===== src/rtl/core/rba_pkg.sv =====
// Shared types and constants for the reference-counted bank allocator.
package rba_pkg;

  // Fixed widths of the transaction fields on the ports.
  localparam int unsigned KEY_W    = 16;
  localparam int unsigned STATUS_W = 3;
  localparam int unsigned BANK_W   = 4;
  localparam int unsigned COUNT_W  = 16;

  // Request kinds.
  localparam logic KIND_CHECKOUT = 1'b0;
  localparam logic KIND_RETURN   = 1'b1;

  // Result status codes.
  typedef enum logic [STATUS_W-1:0] {
    ST_NEW       = 3'd0,
    ST_SHARED    = 3'd1,
    ST_NONE_FREE = 3'd2,
    ST_NOT_HELD  = 3'd3,
    ST_SATURATED = 3'd4
  } rba_status_t;

  // Update applied to one bank of the bank file.
  typedef struct packed {
    logic claim;
    logic incr;
    logic decr;
  } rba_upd_t;

endpackage


===== src/rtl/core/refcounted_bank_allocator_top.sv =====
// Top level of the reference-counted bank allocator.
//
// Usage: a checkout transaction (kind 0) names an owner key. If a bank in use
// already holds that key, its reference count goes up and that bank is
// reported; otherwise the lowest free bank is claimed with count 1, or the
// request fails with "none free". A return transaction (kind 1) lowers the
// count of the bank holding the key and frees the bank when it reaches zero.
// Each request produces exactly one result transaction.
// An accepted request is held in the request register, decided, and written
// into the result register once that register is empty or being drained;
// the result is presented from there. The block takes one request per cycle
// while the receiver does not stall, set by the single pass of key compares,
// priority encoding and count update between the two registers.
// Reset (synchronous, active low) empties both registers and marks every bank
// free with a zero count. When the receiver stalls, the result holds and the
// request register fills; input ready then drops until the result is taken.
module refcounted_bank_allocator_top #(
  parameter int unsigned NUM_BANKS  = 16,
  parameter int unsigned KEY_BITS   = 16,
  parameter int unsigned COUNT_BITS = 16
) (
  input  logic                          clk,
  input  logic                          rst_n,
  input  logic                          in_valid,
  output logic                          in_ready,
  input  logic                          in_kind,
  input  logic [rba_pkg::KEY_W-1:0]     in_owner_key,
  output logic                          out_valid,
  input  logic                          out_ready,
  output logic [rba_pkg::STATUS_W-1:0]  out_status,
  output logic [rba_pkg::BANK_W-1:0]    out_bank,
  output logic [rba_pkg::COUNT_W-1:0]   out_ref_count,
  output logic                          out_released
);

  import rba_pkg::*;

  localparam int unsigned IW = $clog2(NUM_BANKS);
  // Keys are compared in their low KEY_BITS bits; the port carries no more.
  localparam int unsigned KW = (KEY_BITS < KEY_W) ? KEY_BITS : KEY_W;
  localparam logic [COUNT_BITS-1:0] CNT_ONE = COUNT_BITS'(1);
  localparam logic [COUNT_BITS-1:0] CNT_MAX = '1;

  // Request register.
  logic          req_valid_r;
  logic          req_kind_r;
  logic [KW-1:0] req_key_r;

  // Result register.
  logic                  res_valid_r;
  rba_status_t           res_status_r;
  logic [BANK_W-1:0]     res_bank_r;
  logic [COUNT_W-1:0]    res_count_r;
  logic                  res_released_r;

  // Decision signals.
  logic                  advance;
  logic [NUM_BANKS-1:0]  in_use;
  logic [NUM_BANKS-1:0]  hit_vec;
  logic                  hit;
  logic [IW-1:0]         hit_idx;
  logic                  any_free;
  logic [IW-1:0]         free_idx;
  logic [COUNT_BITS-1:0] held_refs;
  logic [COUNT_BITS-1:0] dec_refs;
  rba_upd_t              upd;
  logic [IW-1:0]         upd_idx;
  rba_status_t           status_nxt;
  logic [IW-1:0]         bank_idx;
  logic [COUNT_BITS-1:0] count_nxt;
  logic                  released_nxt;
  logic [IW+BANK_W-1:0]  bank_ext;
  logic [COUNT_BITS+COUNT_W-1:0] count_ext;

  // The request moves on whenever the result register is empty or being drained.
  assign advance  = req_valid_r && (!res_valid_r || out_ready);
  assign in_ready = !req_valid_r || advance;

  always_ff @(posedge clk) begin
    if (!rst_n) begin
      req_valid_r <= 1'b0;
    end else if (in_ready) begin
      req_valid_r <= in_valid;
    end
  end

  always_ff @(posedge clk) begin
    if (in_valid && in_ready) begin
      req_kind_r <= in_kind;
      req_key_r  <= in_owner_key[KW-1:0];
    end
  end

  rba_bank_file #(
    .NUM_BANKS  (NUM_BANKS),
    .KEY_BITS   (KW),
    .COUNT_BITS (COUNT_BITS)
  ) u_bank_file (
    .clk        (clk),
    .rst_n      (rst_n),
    .lookup_key (req_key_r),
    .sel_idx    (hit_idx),
    .upd_idx    (upd_idx),
    .upd        (upd),
    .in_use     (in_use),
    .hit_vec    (hit_vec),
    .sel_refs   (held_refs)
  );

  rba_prio_enc #(.N(NUM_BANKS)) u_hit_enc (
    .vec   (hit_vec),
    .found (hit),
    .idx   (hit_idx)
  );

  rba_prio_enc #(.N(NUM_BANKS)) u_free_enc (
    .vec   (~in_use),
    .found (any_free),
    .idx   (free_idx)
  );

  assign dec_refs = (held_refs == '0) ? '0 : (held_refs - CNT_ONE);

  always_comb begin
    upd          = '0;
    upd_idx      = hit_idx;
    status_nxt   = ST_NEW;
    bank_idx     = '0;
    count_nxt    = '0;
    released_nxt = 1'b0;
    if (req_kind_r == KIND_CHECKOUT) begin
      if (hit) begin
        bank_idx = hit_idx;
        if (held_refs == CNT_MAX) begin
          // Count pinned at its maximum; the bank is still reported.
          status_nxt = ST_SATURATED;
          count_nxt  = CNT_MAX;
        end else begin
          status_nxt = ST_SHARED;
          count_nxt  = held_refs + CNT_ONE;
          upd.incr   = advance;
        end
      end else if (any_free) begin
        status_nxt = ST_NEW;
        bank_idx   = free_idx;
        count_nxt  = CNT_ONE;
        upd_idx    = free_idx;
        upd.claim  = advance;
      end else begin
        status_nxt = ST_NONE_FREE;
      end
    end else begin
      if (hit) begin
        status_nxt   = ST_NEW;
        bank_idx     = hit_idx;
        count_nxt    = dec_refs;
        released_nxt = (dec_refs == '0);
        upd.decr     = advance;
      end else begin
        status_nxt = ST_NOT_HELD;
      end
    end
  end

  // Fit the bank index and count to the port widths.
  assign bank_ext  = {{BANK_W{1'b0}}, bank_idx};
  assign count_ext = {{COUNT_W{1'b0}}, count_nxt};

  always_ff @(posedge clk) begin
    if (!rst_n) begin
      res_valid_r <= 1'b0;
    end else if (advance) begin
      res_valid_r <= 1'b1;
    end else if (out_ready) begin
      res_valid_r <= 1'b0;
    end
  end

  always_ff @(posedge clk) begin
    if (advance) begin
      res_status_r   <= status_nxt;
      res_bank_r     <= bank_ext[BANK_W-1:0];
      res_count_r    <= count_ext[COUNT_W-1:0];
      res_released_r <= released_nxt;
    end
  end

  assign out_valid     = res_valid_r;
  assign out_status    = res_status_r;
  assign out_bank      = res_bank_r;
  assign out_ref_count = res_count_r;
  assign out_released  = res_released_r;

endmodule


===== src/rtl/core/rba_prio_enc.sv =====
// Lowest-index priority encoder over a request vector.
module rba_prio_enc #(
  parameter int unsigned N = 16
) (
  input  logic [N-1:0]         vec,
  output logic                 found,
  output logic [$clog2(N)-1:0] idx
);

  localparam int unsigned IW = $clog2(N);

  always_comb begin
    idx = '0;
    for (int i = N - 1; i >= 0; i--) begin
      if (vec[i]) begin
        idx = IW'(i);
      end
    end
  end

  assign found = |vec;

endmodule


===== src/rtl/core/rba_bank_file.sv =====
// Bank state: in-use bits, owner keys and reference counts, with key lookup.
module rba_bank_file #(
  parameter int unsigned NUM_BANKS  = 16,
  parameter int unsigned KEY_BITS   = 16,
  parameter int unsigned COUNT_BITS = 16
) (
  input  logic                         clk,
  input  logic                         rst_n,
  input  logic [KEY_BITS-1:0]          lookup_key,
  input  logic [$clog2(NUM_BANKS)-1:0] sel_idx,
  input  logic [$clog2(NUM_BANKS)-1:0] upd_idx,
  input  rba_pkg::rba_upd_t            upd,
  output logic [NUM_BANKS-1:0]         in_use,
  output logic [NUM_BANKS-1:0]         hit_vec,
  output logic [COUNT_BITS-1:0]        sel_refs
);

  import rba_pkg::*;

  localparam int unsigned IW = $clog2(NUM_BANKS);
  localparam logic [COUNT_BITS-1:0] CNT_ONE = COUNT_BITS'(1);
  localparam logic [COUNT_BITS-1:0] CNT_MAX = '1;

  logic [NUM_BANKS-1:0]  in_use_r;
  logic [NUM_BANKS-1:0]  in_use_nxt;
  logic [KEY_BITS-1:0]   owner_r  [NUM_BANKS];
  logic [COUNT_BITS-1:0] refs_r   [NUM_BANKS];
  logic [COUNT_BITS-1:0] refs_nxt [NUM_BANKS];

  // One comparator per bank; only banks in use can match.
  always_comb begin
    for (int b = 0; b < NUM_BANKS; b++) begin
      hit_vec[b] = in_use_r[b] && (owner_r[b] == lookup_key);
    end
  end

  assign in_use   = in_use_r;
  assign sel_refs = refs_r[sel_idx];

  always_comb begin
    for (int b = 0; b < NUM_BANKS; b++) begin
      in_use_nxt[b] = in_use_r[b];
      refs_nxt[b]   = refs_r[b];
      if (upd_idx == IW'(b)) begin
        if (upd.claim) begin
          in_use_nxt[b] = 1'b1;
          refs_nxt[b]   = CNT_ONE;
        end else if (upd.incr) begin
          if (refs_r[b] != CNT_MAX) begin
            refs_nxt[b] = refs_r[b] + CNT_ONE;
          end
        end else if (upd.decr) begin
          if (refs_r[b] != '0) begin
            refs_nxt[b] = refs_r[b] - CNT_ONE;
          end
          // The bank is freed once its count drops to zero.
          if (refs_r[b] <= CNT_ONE) begin
            in_use_nxt[b] = 1'b0;
          end
        end
      end
    end
  end

  always_ff @(posedge clk) begin
    if (!rst_n) begin
      in_use_r <= '0;
      for (int b = 0; b < NUM_BANKS; b++) begin
        refs_r[b] <= '0;
      end
    end else begin
      in_use_r <= in_use_nxt;
      for (int b = 0; b < NUM_BANKS; b++) begin
        refs_r[b] <= refs_nxt[b];
      end
    end
  end

  // Owner keys hold garbage until claimed; they are only compared while in use.
  always_ff @(posedge clk) begin
    if (upd.claim) begin
      owner_r[upd_idx] <= lookup_key;
    end
  end

endmodule


===== config.mk =====
export PLATFORM = sky130hd
export DESIGN_NAME = refcounted_bank_allocator_top
export DESIGN_NICKNAME = d
export VERILOG_FILES = /design/src/rtl/core/rba_pkg.sv /design/src/rtl/core/refcounted_bank_allocator_top.sv /design/src/rtl/core/rba_prio_enc.sv /design/src/rtl/core/rba_bank_file.sv
export SDC_FILE = /design/constraint.sdc
export NUM_CORES = 2
export LEC_CHECK = 0
export ABC_AREA = 1
export BUFFER_PORTS_ARGS = -buffer_cell sky130_fd_sc_hd__buf_4
export CORE_ASPECT_RATIO = 2
export CORE_UTILIZATION = 40
export DETAILED_ROUTE_END_ITERATION = 10
export GPL_TIMING_DRIVEN = 0
export PLACE_DENSITY_LB_ADDON = 0.1
export SKIP_LAST_GASP = 1
export SLEW_MARGIN = 20
export SYNTH_ARGS = -nofsm -noshare
export SYNTH_HDL_FRONTEND = slang
export SYNTH_SLANG_ARGS = --single-unit

===== constraint.sdc =====
create_clock -name clk -period 5.2 [get_ports clk]
set_input_delay 0.26 -clock clk [delete_from_list [all_inputs] [get_ports clk]]
set_output_delay 0.26 -clock clk [all_outputs]
set_load 0.01 [all_outputs]

Word-level counts from Yosys, hierarchy flattened:

Memory sizes are Yosys's and may differ from the RTL's.
Cells that the tools add are included.

* memories: 2
* input port bits: 21
* bits in writable memories: 512
* bits in registers: 59
* word-level logic and storage cells: 459

* bitwise gates (word level): 17
* magnitude comparators: 16
* $add $sub $neg: 34
* mux-type cells: 239
* eq/ne operators: 49
* reductions and logical operators: 78

Memory list
* u_bank_file.owner_r: depth 16, width 16, rd ports 16, clocked after Yosys merged registers in 0, wr ports 1, RTL line rba_bank_file.sv:26 `logic [KEY_BITS-1:0] owner_r [NUM_BANKS];`
* u_bank_file.refs_r: depth 16, width 16, rd ports 17, clocked after Yosys merged registers in 0, wr ports 16, RTL line rba_bank_file.sv:27 `logic [COUNT_BITS-1:0] refs_r [NUM_BANKS];`

Operator list (number)
* $mux 16: 117
* $add 16x1->16 const B: 17
* $sub 16x1->16 const B: 17
* $eq 16x16->1: 16
* $le 16x1->1 const B: 16
* $ne 16x16->1 const B: 16
* $reduce_bool 16->1: 16
* $mux 4: 39
* $mux 1: 77
* $reduce_and 4->1: 16
* $reduce_bool 2->1: 18
* $eq 4x4->1 const B: 8
* $logic_not 16->1: 2
* $reduce_or 16->1: 2
* $logic_and 1x1->1: 18
* $eq 16x16->1 const B: 1
* $eq 4x3->1 const B: 4
* $not 16->16: 1
* $or 1x1->1: 16
* $mux 3: 3
* $eq 4x2->1 const B: 2
* $mux 2: 3
* $eq 4x1->1 const B: 1
* $logic_not 4->1: 1
* 4 further kinds: 6

Depth between registers and ports, before layout:

An unclocked memory read counts as a cell.

* word-level depth: 28
* gate-level depth with buffers: 52
* depth with buffers taken out: 44

By module:

From an unflattened synthesis, not the netlist that was laid out.

* cells, all modules: 5306
* area, all modules: 36781.5 um^2

By module, submodules not included
* rba_bank_file: cells an instance 4895, area each 33794.9 um^2, sequential area each 13132.6 um^2, instances 1
* refcounted_bank_allocator_top: cells an instance 313, area each 2568.7 um^2, sequential area each 1271.2 um^2, instances 1
* rba_prio_enc: cells an instance 49, area each 209.0 um^2, sequential area each 0.0 um^2, instances 2

Least setup slack after synthesis:

Ideal clock, no wire load.

* path type: flip-flop to flip-flop
* start: reg req_key_r[6]
* end: mem u_bank_file.owner_r[0][0], enable pin
* setup time: 412 ps
* clock period less this slack: 4983 ps
* arrival: 4572 ps
* stages on the path, launching flop included: 20
* slack: 217 ps
* path through: edfxtp_1 buf_4 inv_2 buf_4 buf_6 or2_1 nand4_1 a2111oi_1 nand4_1 nand2_1 nor2_1 nand2_1 nor2_1 nand2_1 nor2_1 inv_1 clkbuf_1 clkbuf_1 clkbuf_1 nor3_1

* cells in the longest elaborated chain, start to end: 21

RTL lines
* start, declared: RTL line refcounted_bank_allocator_top.sv:47 `logic [KW-1:0] req_key_r;`
* start signal, assigned: RTL line refcounted_bank_allocator_top.sv:90 `req_key_r <= in_owner_key[KW-1:0];`
* $eq 16x16->1: RTL line rba_bank_file.sv:33 `hit_vec[b] = in_use_r[b] && (owner_r[b] == lookup_key);`
* $logic_and 1x1->1: RTL line rba_bank_file.sv:33
* $mux 4 (16 in a row): RTL line rba_prio_enc.sv:15 `if (vec[i]) begin`
* $mux 4: RTL line refcounted_bank_allocator_top.sv:143 `end else if (any_free) begin`
* $mux 4: RTL line refcounted_bank_allocator_top.sv:132 `if (hit) begin`
* $mux 4: RTL line refcounted_bank_allocator_top.sv:131 `if (req_kind_r == KIND_CHECKOUT) begin`
* end, declared: RTL line rba_bank_file.sv:26

Parallel ways exist; a longest one is shown, timed or not.

==> impl_metrics.ini <==
[sta]
layout_setup_ws_ns = -0.913
whs_ns = 0.269
finalCritPeriodShare_pct = 118
skew_ns = 0.0253
fmax_mhz = 164
rsz0062_at_grt = yes
worst_pin_slew_ns = 1.23
drv_slew = 0
finalHoldViolations = 0
setup_violations = 547
min_period_ns = 6.11
maxSlewHeadroom_pct = 17.4

[placement]
dpl.hpwl_um = 169000
dpl_cell_area_um2 = 45400
routabilityCongestion = 1.03
port_buffers = 46
dp_slack_ns = -3.71

[clock_tree]
cts.htree.levels = 2
clkSinkCount = 571
cts_buffers = 58
clk_pin_slew_ns = 0.07
cts_tree = yes
insertion_delay_ns = 0.72
cts_root_buf = clkbuf_16
cts_max_path_buffers = 3

[route]
drtPass1Iterations = 10
vias = 50200
routed_via_density = 5.86
wl_um = 235000
routedWlPerCell_um = 27.4
drtIter0Drc = 4424
antenna_left = 0
drt_drc_violations_left = 16

[critical_path]
crit_type = flip-flop to flip-flop
crit_slowest_cell = edfxtp_1
worstPathArrival_ns = 6.71
cp.required_ns = 5.80
path_max_fanout = 11
start_kind = flip-flop
crit_path_end_kind = flip-flop
critical-path-max-stage-delay_ns = 0.41
crit_path_frequent_cell = nand2_1

[global_routing]
grt-ovfl-total = 0
antenna_found_initial = 9
grt_pass1_wl_um = 330000
grt_util_all_layers_pct = 42.6
grt_start_max_net_pins = 25
grt_pass1_vias = 48400

[synthesis]
synth_cells = 6767
synthSimpleGateAreaFrac_pct = 44.3
synth_top_family_by_area = simple AND/OR/NAND/NOR gates
synth_flop_cell = edfxtp_1
synth-async-reset-ratio_pct = 0
synthAdderAreaFrac_pct = 1.93
ys_seq_area_share_pct = 33.6
synth_xor_area_share_pct = 1.65
yosys_warnings = 0
synthMuxAreaShare_pct = 0
postSynthAreaPerCell_um2 = 6.33
yosys_register_bits = 571
netlist_area_um2 = 42900
synth_compound_area_share_pct = 6.79
synth_cell_types = 62
synth_edf_count = 297
syn_nets = 6854

[status]
violations = DRC, setup timing
status = finished with violations

[power]
leakage_nw = 24.9
power_density_nw_per_um2 = 205
peakVddDrop_v = 0.000261
power_mw = 11.1

[final_layout]
postLayoutCellArea_um2 = 54100
final_common_cell = nand2_1
nets = 7238
drive_gt1_share_pct = 15.3
area_growth_pct = 26.2
n_fill_cell = 10900
layout_common_cells = 1821 x nand2_1, 831 x inv_1, 815 x nor2_1

[die]
die_y_um = 465
fp.dieArea_um2 = 109000
die_w_um = 233
fp.coreArea_um2 = 106000
std_cell_rows = 169
start_util_pct = 40.4
pin_count = 47

[hold_path]
hp-class = input port to flip-flop

[flow_run]
drv_cap = 0
-- critical path: cells and delay by family, from the launching register on --
| family | cells | cell delay (ns) |
|---|---|---|
| AO/OA/AOI/OAI | 4 | 0.51 |
| flip-flops | 1 | 0.41 |
| AND/OR/NAND/NOR | 25 | 2.79 |
| buffers and inverters | 12 | 2.16 |
-- worst paths after layout --
kind | from | endpoint | slack (ns) | cells past startpoint
min reg2reg | u_bank_file.in_use[6] | u_bank_file.in_use[6] | 0.50 | 2
max | req_key_r[0] | u_bank_file.refs_r[7][7] | -0.91 | 41
max reg2reg | req_key_r[0] | u_bank_file.refs_r[7][7] | -0.91 | 41
min | in_owner_key[11] | req_key_r[11] | 0.27 | 2
-- state kept, by name (all words and copies together) (netlist names) --
signal / count
out_bank: 4
out_ref_count: 16
out_released: 1
out_status: 3
out_valid: 1
req_key_r: 16
req_kind_r: 1
req_valid_r: 1
u_bank_file.in_use: 16
u_bank_file.owner_r: 256
u_bank_file.refs_r: 256
-- layout make-up --
type                            instances  area (um2)  share of cell area, %
Antenna cell                            6        15.0                 0.0278
Buffer                                313        2940                   5.44
Clock buffer                           87        1750                   3.24
Clock inverter                         18         322                  0.594
Inverter                              872        3420                   6.32
Multi-Input combinational cell       5003       25500                   47.1
Sequential cell                       571       14400                   26.6
Tap cell                             1368        1710                   3.16
Timing Repair Buffer                  332        4030                   7.44
-- kinds of logic after synthesis --
family	count (synthesis)
AND/OR/NAND/NOR	4328
buffers and inverters	1194
flip-flops	571
AO/OA/AOI/OAI	527
XOR/XNOR	81
adder cells (fa/ha/maj)	66
-- cell usage after synthesis (34+ instances only) --
| master | instances | area share [%] |
|---|---|---|
| buf_6 | 34 | 0.89 |
| nor2_1 | 854 | 7.5 |
| nand4_1 | 407 | 5.9 |
| clkbuf_1 | 114 | 1.0 |
| dfxtp_1 | 274 | 13 |
| nand2_1 | 1986 | 17 |
| nor3_1 | 152 | 1.8 |
| nor4_1 | 68 | 0.99 |
| buf_2 | 105 | 1.2 |
| o21ai_0 | 107 | 1.2 |
| buf_4 | 34 | 0.60 |
| a21oi_1 | 299 | 3.5 |
| inv_1 | 843 | 7.4 |
| nand3_1 | 732 | 8.5 |
| o21ai_1 | 34 | 0.40 |
| ha_1 | 66 | 1.9 |
| or2_2 | 59 | 0.86 |
| edfxtp_1 | 297 | 21 |
| xor2_1 | 53 | 1.1 |
-- report_power, final --
part | leakage [nW] | switching (mW) | internal (mW)
Combinational | 19.0 | 1.04 | 0.469
Sequential | 4.91 | 0.0385 | 4.76
Clock | 1.01 | 2.13 | 2.67
Total | 24.9 | 3.20 | 7.91
-- metal layers --
metal | vias up | GRT usage, % | wire length [um]
met3 | 1314 | 10.2 | 17000
met5 | - | 0.0453 | 27
met2 | 2564 | 74.2 | 114000
met1 | 23300 | 36.9 | 69500
li1 | 23000 | - | -
met4 | 4 | 48.9 | 34100
-- metrics by stage --
step | instances | util [%] | setup TNS (ns)
2_1_floorplan | 6767 | - | 0
3_3_place_gp | 8181 | 42.3 | -2228.36
3_5_place_dp | 8206 | 42.7 | -1670.21
4_1_cts | 8522 | 49.3 | -282.49
5_1_grt | 8565 | 50.9 | -377.88
6_report | 8570 | 51.0 | -334.10
-- timing repair --
action	CTS	global route
endpoints found under the setup margin	548	547
cloned	39	12
pin swaps	114	145
resized for setup	672	348
buffers inserted	154	45
hold endpoints to repair	19	0
hold buffers	19	0
(Power assumes the default switching activity.)
